===== src/rtl/core/i2cmbe_pkg.sv =====
// i2cmbe_pkg: shared types and constants for the i2c master byte engine
// no dependencies; imported by i2c_master_byte_engine_top and its testbench
package i2cmbe_pkg;

    localparam int RECOVER_PULSES_DEF = 9;

    typedef enum logic [2:0] {
        OP_START   = 3'd0,
        OP_STOP    = 3'd1,
        OP_WRITE   = 3'd2,
        OP_READ    = 3'd3,
        OP_RESTART = 3'd4,
        OP_RECOVER = 3'd5
    } t_op;

    typedef enum logic [4:0] {
        PH_IDLE          = 5'd0,
        PH_ST_CHECK      = 5'd1,
        PH_ST_SCL        = 5'd2,
        PH_ST_END        = 5'd3,
        PH_RS_REL        = 5'd4,
        PH_SP_REL_SCL    = 5'd5,
        PH_SP_REL_SDA    = 5'd6,
        PH_SP_END        = 5'd7,
        PH_WR_HIGH       = 5'd8,
        PH_WR_LOW        = 5'd9,
        PH_WR_ACK_HIGH   = 5'd10,
        PH_WR_ACK_SAMPLE = 5'd11,
        PH_RD_HIGH       = 5'd12,
        PH_RD_SAMPLE     = 5'd13,
        PH_RD_ACK_HIGH   = 5'd14,
        PH_RD_ACK_END    = 5'd15,
        PH_REC_REL       = 5'd16,
        PH_REC_EXIT      = 5'd17
    } t_phase;

endpackage


===== src/rtl/core/i2c_master_byte_engine_top.sv =====
// i2c_master_byte_engine_top: open-drain i2c master, one half-bit tick per request
// the result of an accepted request is registered in the output register
// throughput: 1 request per cycle while the output is not stalled; the sequencer advances once per accepted tick
// a new request is taken while a result waits if that result is taken the same cycle
// reset (i_rst_n, synchronous): sequencer idle, line drives released, flags and rx byte zero
// depends on i2cmbe_pkg
module i2c_master_byte_engine_top
    import i2cmbe_pkg::*;
#(
    parameter int RECOVER_PULSES = RECOVER_PULSES_DEF
) (
    input  logic       i_clk,
    input  logic       i_rst_n,
    // configuration
    input  logic       i_cfg_we,
    input  logic       i_cfg_wdata,
    // request channel
    input  logic       i_in_valid,
    output logic       o_in_stall,
    input  logic       i_cmd_valid,
    input  logic [2:0] i_op,
    input  logic [7:0] i_tx_byte,
    input  logic       i_send_ack,
    input  logic       i_pin_a_level,
    input  logic       i_pin_b_level,
    // result channel
    output logic       o_out_valid,
    input  logic       i_out_stall,
    output logic       o_pin_a_low,
    output logic       o_pin_b_low,
    output logic       o_busy_res,
    output logic       o_done_res,
    output logic [7:0] o_rx_byte,
    output logic       o_ack_seen,
    output logic       o_start_blocked
);

    localparam logic [4:0] RecPulses = 5'(RECOVER_PULSES);

    logic       r_roles_swapped;
    t_phase     r_phase, n_phase;
    logic [3:0] r_bit_count, n_bit_count;
    logic [7:0] r_shift, n_shift;
    logic       r_ack_to_send, n_ack_to_send;
    logic       r_scl_drive, n_scl_drive;
    logic       r_sda_drive, n_sda_drive;
    logic       r_ack_flag, n_ack_flag;
    logic       r_blocked_flag, n_blocked_flag;
    logic [7:0] r_rx_hold, n_rx_hold;
    logic       n_done;

    logic       r_out_valid;
    logic       r_pin_a_low, r_pin_b_low, r_busy, r_done;

    logic       in_accept;
    logic       sda_level;
    logic [3:0] bit_inc;
    logic [4:0] bit_plus1;

    assign o_in_stall = r_out_valid && i_out_stall;
    assign in_accept  = i_in_valid && !o_in_stall;
    assign sda_level  = r_roles_swapped ? i_pin_a_level : i_pin_b_level;
    assign bit_inc    = r_bit_count + 4'd1;
    assign bit_plus1  = {1'b0, r_bit_count} + 5'd1;

    // sequencer: one segment per tick
    always_comb begin
        n_phase        = r_phase;
        n_bit_count    = r_bit_count;
        n_shift        = r_shift;
        n_ack_to_send  = r_ack_to_send;
        n_scl_drive    = r_scl_drive;
        n_sda_drive    = r_sda_drive;
        n_ack_flag     = r_ack_flag;
        n_blocked_flag = r_blocked_flag;
        n_rx_hold      = r_rx_hold;
        n_done         = 1'b0;
        case (r_phase)
            PH_IDLE: begin
                if (i_cmd_valid && i_op <= OP_RECOVER) begin
                    case (t_op'(i_op))
                        OP_START: begin
                            n_sda_drive = 1'b0;
                            n_scl_drive = 1'b0;
                            n_phase     = PH_ST_CHECK;
                        end
                        OP_STOP: begin
                            n_sda_drive = 1'b1;
                            n_phase     = PH_SP_REL_SCL;
                        end
                        OP_WRITE: begin
                            n_shift     = i_tx_byte;
                            n_bit_count = 4'd7;
                            n_sda_drive = !i_tx_byte[7];
                            n_phase     = PH_WR_HIGH;
                        end
                        OP_READ: begin
                            n_ack_to_send = i_send_ack;
                            n_shift       = 8'd0;
                            n_bit_count   = 4'd8;
                            n_sda_drive   = 1'b0;
                            n_phase       = PH_RD_HIGH;
                        end
                        OP_RESTART: begin
                            n_sda_drive = 1'b0;
                            n_phase     = PH_RS_REL;
                        end
                        default: begin
                            // recovery: sda checked on the same tick; scl pulled low if sda is low, else released
                            n_bit_count = 4'd0;
                            if (!sda_level) begin
                                n_scl_drive = 1'b1;
                                n_phase     = PH_REC_REL;
                            end else begin
                                n_scl_drive = 1'b0;
                                n_sda_drive = 1'b1;
                                n_phase     = PH_SP_REL_SCL;
                            end
                        end
                    endcase
                end
            end
            PH_RS_REL: begin
                n_sda_drive = 1'b0;
                n_scl_drive = 1'b0;
                n_phase     = PH_ST_CHECK;
            end
            PH_ST_CHECK: begin
                if (!sda_level) begin
                    n_blocked_flag = 1'b1;
                    n_done         = 1'b1;
                    n_phase        = PH_IDLE;
                end else begin
                    n_sda_drive = 1'b1;
                    n_phase     = PH_ST_SCL;
                end
            end
            PH_ST_SCL: begin
                n_scl_drive = 1'b1;
                n_phase     = PH_ST_END;
            end
            PH_ST_END: begin
                n_blocked_flag = 1'b0;
                n_done         = 1'b1;
                n_phase        = PH_IDLE;
            end
            PH_SP_REL_SCL: begin
                n_scl_drive = 1'b0;
                n_phase     = PH_SP_REL_SDA;
            end
            PH_SP_REL_SDA: begin
                n_sda_drive = 1'b0;
                n_phase     = PH_SP_END;
            end
            PH_SP_END: begin
                n_done  = 1'b1;
                n_phase = PH_IDLE;
            end
            PH_WR_HIGH: begin
                n_scl_drive = 1'b0;
                n_phase     = PH_WR_LOW;
            end
            PH_WR_LOW: begin
                n_scl_drive = 1'b1;
                if (r_bit_count != 4'd0) begin
                    n_shift     = {r_shift[6:0], 1'b0};
                    n_bit_count = r_bit_count - 4'd1;
                    n_sda_drive = !r_shift[6];
                    n_phase     = PH_WR_HIGH;
                end else begin
                    n_sda_drive = 1'b0;
                    n_phase     = PH_WR_ACK_HIGH;
                end
            end
            PH_WR_ACK_HIGH: begin
                n_scl_drive = 1'b0;
                n_phase     = PH_WR_ACK_SAMPLE;
            end
            PH_WR_ACK_SAMPLE: begin
                n_ack_flag  = !sda_level;
                n_scl_drive = 1'b1;
                n_done      = 1'b1;
                n_phase     = PH_IDLE;
            end
            PH_RD_HIGH: begin
                n_scl_drive = 1'b0;
                n_phase     = PH_RD_SAMPLE;
            end
            PH_RD_SAMPLE: begin
                n_shift     = {r_shift[6:0], sda_level};
                n_scl_drive = 1'b1;
                n_bit_count = r_bit_count - 4'd1;
                if (r_bit_count != 4'd1) begin
                    n_phase = PH_RD_HIGH;
                end else begin
                    n_sda_drive = r_ack_to_send;
                    n_phase     = PH_RD_ACK_HIGH;
                end
            end
            PH_RD_ACK_HIGH: begin
                n_scl_drive = 1'b0;
                n_phase     = PH_RD_ACK_END;
            end
            PH_RD_ACK_END: begin
                n_scl_drive = 1'b1;
                n_sda_drive = 1'b0;
                n_rx_hold   = r_shift;
                n_done      = 1'b1;
                n_phase     = PH_IDLE;
            end
            PH_REC_REL: begin
                n_scl_drive = 1'b0;
                if (bit_plus1 >= RecPulses) begin
                    n_phase = PH_REC_EXIT;
                end else begin
                    n_bit_count = bit_inc;
                    if (!sda_level) begin
                        n_scl_drive = 1'b1;
                        n_phase     = PH_REC_REL;
                    end else begin
                        n_sda_drive = 1'b1;
                        n_phase     = PH_SP_REL_SCL;
                    end
                end
            end
            PH_REC_EXIT: begin
                n_sda_drive = 1'b1;
                n_phase     = PH_SP_REL_SCL;
            end
            default: begin
                n_phase = PH_IDLE;
            end
        endcase
    end

    always_ff @(posedge i_clk) begin
        if (!i_rst_n) begin
            r_roles_swapped <= 1'b0;
        end else if (i_cfg_we) begin
            r_roles_swapped <= i_cfg_wdata;
        end
    end

    always_ff @(posedge i_clk) begin
        if (!i_rst_n) begin
            r_phase        <= PH_IDLE;
            r_bit_count    <= 4'd0;
            r_shift        <= 8'd0;
            r_ack_to_send  <= 1'b0;
            r_scl_drive    <= 1'b0;
            r_sda_drive    <= 1'b0;
            r_ack_flag     <= 1'b0;
            r_blocked_flag <= 1'b0;
            r_rx_hold      <= 8'd0;
        end else if (in_accept) begin
            r_phase        <= n_phase;
            r_bit_count    <= n_bit_count;
            r_shift        <= n_shift;
            r_ack_to_send  <= n_ack_to_send;
            r_scl_drive    <= n_scl_drive;
            r_sda_drive    <= n_sda_drive;
            r_ack_flag     <= n_ack_flag;
            r_blocked_flag <= n_blocked_flag;
            r_rx_hold      <= n_rx_hold;
        end
    end

    // output register
    always_ff @(posedge i_clk) begin
        if (!i_rst_n) begin
            r_out_valid <= 1'b0;
        end else if (in_accept) begin
            r_out_valid <= 1'b1;
        end else if (!i_out_stall) begin
            r_out_valid <= 1'b0;
        end
    end

    always_ff @(posedge i_clk) begin
        if (in_accept) begin
            r_pin_a_low <= r_roles_swapped ? n_sda_drive : n_scl_drive;
            r_pin_b_low <= r_roles_swapped ? n_scl_drive : n_sda_drive;
            r_busy      <= (n_phase != PH_IDLE);
            r_done      <= n_done;
        end
    end

    assign o_out_valid     = r_out_valid;
    assign o_pin_a_low     = r_pin_a_low;
    assign o_pin_b_low     = r_pin_b_low;
    assign o_busy_res      = r_busy;
    assign o_done_res      = r_done;
    assign o_rx_byte       = r_rx_hold;
    assign o_ack_seen      = r_ack_flag;
    assign o_start_blocked = r_blocked_flag;

    // a completing request never reports busy
    a_done_not_busy: assert property (@(posedge i_clk) disable iff (!i_rst_n)
        o_out_valid && o_done_res |-> !o_busy_res)
        else $error("done and busy reported together");

    // the shown busy flag tracks the sequencer until the next request
    a_busy_matches_phase: assert property (@(posedge i_clk) disable iff (!i_rst_n)
        o_out_valid |-> (o_busy_res == (r_phase != PH_IDLE)))
        else $error("busy result out of step with sequencer");

    // every accepted request leaves a result waiting
    a_accept_gives_result: assert property (@(posedge i_clk) disable iff (!i_rst_n)
        in_accept |=> o_out_valid)
        else $error("accepted request produced no result");

    // read bit counter stays within one byte
    a_read_count_range: assert property (@(posedge i_clk) disable iff (!i_rst_n)
        (r_phase == PH_RD_HIGH || r_phase == PH_RD_SAMPLE)
            |-> (r_bit_count != 4'd0 && r_bit_count <= 4'd8))
        else $error("read bit counter out of range");

    // recovery pulse count never reaches the limit while pulsing
    a_recover_count: assert property (@(posedge i_clk) disable iff (!i_rst_n)
        r_phase == PH_REC_REL |-> ({1'b0, r_bit_count} < RecPulses))
        else $error("recovery pulse count overrun");

endmodule


===== config.mk =====
export PLATFORM = sky130hd
export DESIGN_NAME = i2c_master_byte_engine_top
export DESIGN_NICKNAME = d
export VERILOG_FILES = /design/src/rtl/core/i2cmbe_pkg.sv /design/src/rtl/core/i2c_master_byte_engine_top.sv
export SDC_FILE = /design/constraint.sdc
export NUM_CORES = 1
export LEC_CHECK = 0
export BUFFER_PORTS_ARGS = -buffer_cell sky130_fd_sc_hd__buf_2
export CAP_MARGIN = 20
export CORE_ASPECT_RATIO = 1.2
export CORE_MARGIN = 1.5
export CORE_UTILIZATION = 57
export DETAILED_ROUTE_END_ITERATION = 7
export GPL_ROUTABILITY_DRIVEN = 0
export GPL_TIMING_DRIVEN = 1
export PLACE_DENSITY = 0.8
export RECOVER_POWER = 25
export SETUP_SLACK_MARGIN = 0.02
export SLEW_MARGIN = 20
export SYNTH_ARGS = -nofsm -noshare
export SYNTH_HDL_FRONTEND = slang
export SYNTH_SLANG_ARGS = --single-unit

===== constraint.sdc =====
create_clock -name i_clk -period 2.9 [get_ports i_clk]
set_clock_uncertainty 0.15 [all_clocks]
set_input_delay 0.145 -clock i_clk [delete_from_list [all_inputs] [get_ports i_clk]]
set_output_delay 0.145 -clock i_clk [all_outputs]
set_load 0.005 [all_outputs]

==> qor.yml <==
status: "finished clean"
crit_slowest_cell: "dfxtp_1"
synth_area_per_cell_um2: 8.637
cts_inserted_buffers: 5
firstDrtPassIters: 5
whs_path_depth: 2
ys_types: 67
worstPathMaxFanout: 8
worst_slew_pin_slew_ns: 0.6448
ys.flop_type: "dfxtp_1"
clock_sinks: 36
dieArea_um2: 4453
syn_nets: 293
synth_area_leader_cell: "dfxtp_1"
dr.first_iter.drc_count: 119
grt_start_max_net_pins: 26
drv_slew: 0
synth_seq_cells: 36
crit_path_cell_trace: "ha_1 > nor3b_1 > mux2_2 > a22o_1 > a211oi_2 > a22oi_1"
hold_viol_final: 0
vias_per_cell: 6.284
multi_input_area_um2: 1413
grt_pass1_wl_um: 9577
htreeDepth: 2
nNetsFinal: 333
yosys_warnings: 0
cts_root_buf: "clkbuf_8"
grt_pass1_vias: 2067
power.density_nw_per_um2: 449.2
vias: 2281
cts_resized: 0
die_w_um: 61.17
r2r-start: "r_bit_count[0]$_SDFFE_PN0P_"
ff_latch_area_um2: 760.7
num_rows: 25
critical_path_class: "register to register"
ir_worst_vdd_mv: 0.3773
path_delay_family: "compound AO/OA/AOI/OAI gates"
maxCapViolCount: 0
leakagePower_nw: 1.025
routedWlPerCell_um: 15.95
period_needed_ns: 2.559
min_period_over_period_pct: 88.23
synth_area_leaders: "dfxtp_1 (28%), mux2i_1 (5.6%), edfxtp_1 (5.2%)"
setup_tns_ns: 0
slowest_delay_ns: 0.47
cp-start-kind: "register"
start_util_pct: 59.20
grt_overflow: 0
final_cell_mix: "buf_2 (32), dfxtp_1 (32), nor2_1 (30)"
antenna_cells: 0
io_buffers: 36
timing.hold.ws_ns: 0.01798
route.detailed.drc: 0
worstPathRequired_ns: 2.79
core-area_um2: 3910
clockBufferDepth: 2
syn2layout_area_growth_pct: 15.62
die_h_um: 72.81
crit_buf_inv: 0
drtAntennaViolNets: 0
synth_seq_area_share_pct: 32.86
post_cts_buffers: 0
cts_tree: "built"
rsz0062_at_grt: "no"
maxSlewHeadroom_pct: 57.01
r2r_cells: 6
synth_edf_count: 4
syn_inst: 268
ios: 37
insertion_delay_ns: 0.30
track_usage_pct: 28.36
drive_gt1_share_pct: 22.98
worst_hold_startpoint: "i_rst_n"
finalSetupViolCount: 0
r2r-end: "o_pin_a_low$_DFFE_PP_"
max_freq_mhz: 390.8
synth_top_area_share_pct: 27.68
fillers: 340
hold_buffers: 4
antenna_found_initial: 0
async_flop_share_pct: 0
critical_path_arrival_ns: 2.44
hold_path.class: "input pin to register"
hold-path-endpoint: "o_out_valid$_SDFFE_PN0P_"
dp_hpwl_um: 4153
synth_area_um2: 2315
endpoint_kind: "register"
reg2reg_slack_ns: 0.34
drt_wl_total_um: 5789
path_clk_slew_ns: 0.08
-- worst reg2reg max path, delay by kind of cell (launching register included) --
family | cells | cell delay [ns]
compound gates | 3 | 0.69
mux | 1 | 0.40
simple gates | 1 | 0.42
fa+ha+maj | 1 | 0.18
flops | 1 | 0.47
-- how the worst max path moves through the flow --
stage,from,slack (ns),endpoint,depth (start not counted)
6_report,r_bit_count[0]$_SDFFE_PN0P_,0.34,o_pin_a_low$_DFFE_PP_,6
2_1_floorplan,r_bit_count[0]$_SDFFE_PN0P_,0.77,o_pin_a_low$_DFFE_PP_,6
4_1_cts,r_bit_count[0]$_SDFFE_PN0P_,0.39,o_pin_a_low$_DFFE_PP_,6
5_1_grt,r_bit_count[0]$_SDFFE_PN0P_,0.25,o_pin_a_low$_DFFE_PP_,6
3_5_place_dp,r_bit_count[0]$_SDFFE_PN0P_,0.39,o_pin_a_low$_DFFE_PP_,6
3_3_place_gp,r_bit_count[0]$_SDFFE_PN0P_,0.44,o_pin_a_low$_DFFE_PP_,6
-- final cells by class --
cell class / count / share of cell area, %
Tap cell: 54 / 2.525
Multi-Input combinational cell: 203 / 52.78
Clock buffer: 7 / 3.226
Timing Repair Buffer: 52 / 11.41
Sequential cell: 36 / 28.42
Clock inverter: 1 / 0.2338
Inverter: 10 / 1.403
-- synth_stat cells (all sizes together) (2+ instances only) --
cell	number
a221oi	2
mux2	3
a31oi	3
dfxtp	32
o221a	2
nor4	3
a211oi	18
and3	2
ha	4
o21a	4
o211ai	2
nand2b	3
nor2	34
xor2	2
nand3	7
o21ai	8
nor3b	2
a211o	2
a22oi	10
edfxtp	4
inv	10
nor2b	5
nand4	3
a21oi	15
or3	2
nor3	15
a22o	2
buf	11
o22ai	3
o32ai	2
mux2i	13
clkbuf	8
nand2	10
-- routing by layer --
| metal | wire (um) | up-vias | GRT usage [%] |
|---|---|---|---|
| li1 | - | 1102 | - |
| met1 | 2496 | 1058 | 37.14 |
| met2 | 2737 | 106 | 43.97 |
| met3 | 417 | 15 | 6.383 |
| met4 | 138 | 0 | 12.56 |
| met5 | 0 | - | 0 |
-- cell families after synthesis --
logic type / after synthesis / share of synthesized area [%]
XOR/XNOR: 2 / 0.7569
buffers and inverters: 29 / 6.107
flip-flops: 36 / 32.86
adder cells (fa/ha/maj): 4 / 2.162
AO/OA/AOI/OAI: 86 / 27.68
multiplexers: 16 / 7.081
AND/OR/NAND/NOR: 95 / 23.35
-- power breakdown --
part	switching, mW	internal (mW)	total (mW)
Combinational	0.147	0.113	0.261
Clock	0.188	0.194	0.382
Sequential	0.0290	0.530	0.559
Total	0.365	0.838	1.20
-- state kept, by name (all words and copies together) (netlist names) --
name	cells
o_ack_seen	1
o_busy_res	1
o_done_res	1
o_out_valid	1
o_pin_a_low	1
o_pin_b_low	1
o_rx_byte	8
o_start_blocked	1
r_ack_to_send	1
r_bit_count	4
r_phase	5
r_roles_swapped	1
r_scl_drive	1
r_sda_drive	1
r_shift	8
-- metrics by stage --
step / cell area, um2 / utilization [%] / power, mW / worst slack [ns] / cells
detailed placement: 2541 / 64.99 / 0.8212 / 0.3895 / 350
finish: 2676 / 68.45 / 1.202 / 0.3414 / 363
global placement: 2541 / 64.99 / 0.8167 / 0.4420 / 350
global route: 2676 / 68.45 / 1.259 / 0.2474 / 363
floorplan: 2315 / - / 0.7498 / 0.7733 / 268
CTS: 2674 / 68.38 / 1.202 / 0.3887 / 362
No activity file was read; power rests on OpenSTA's default activity.
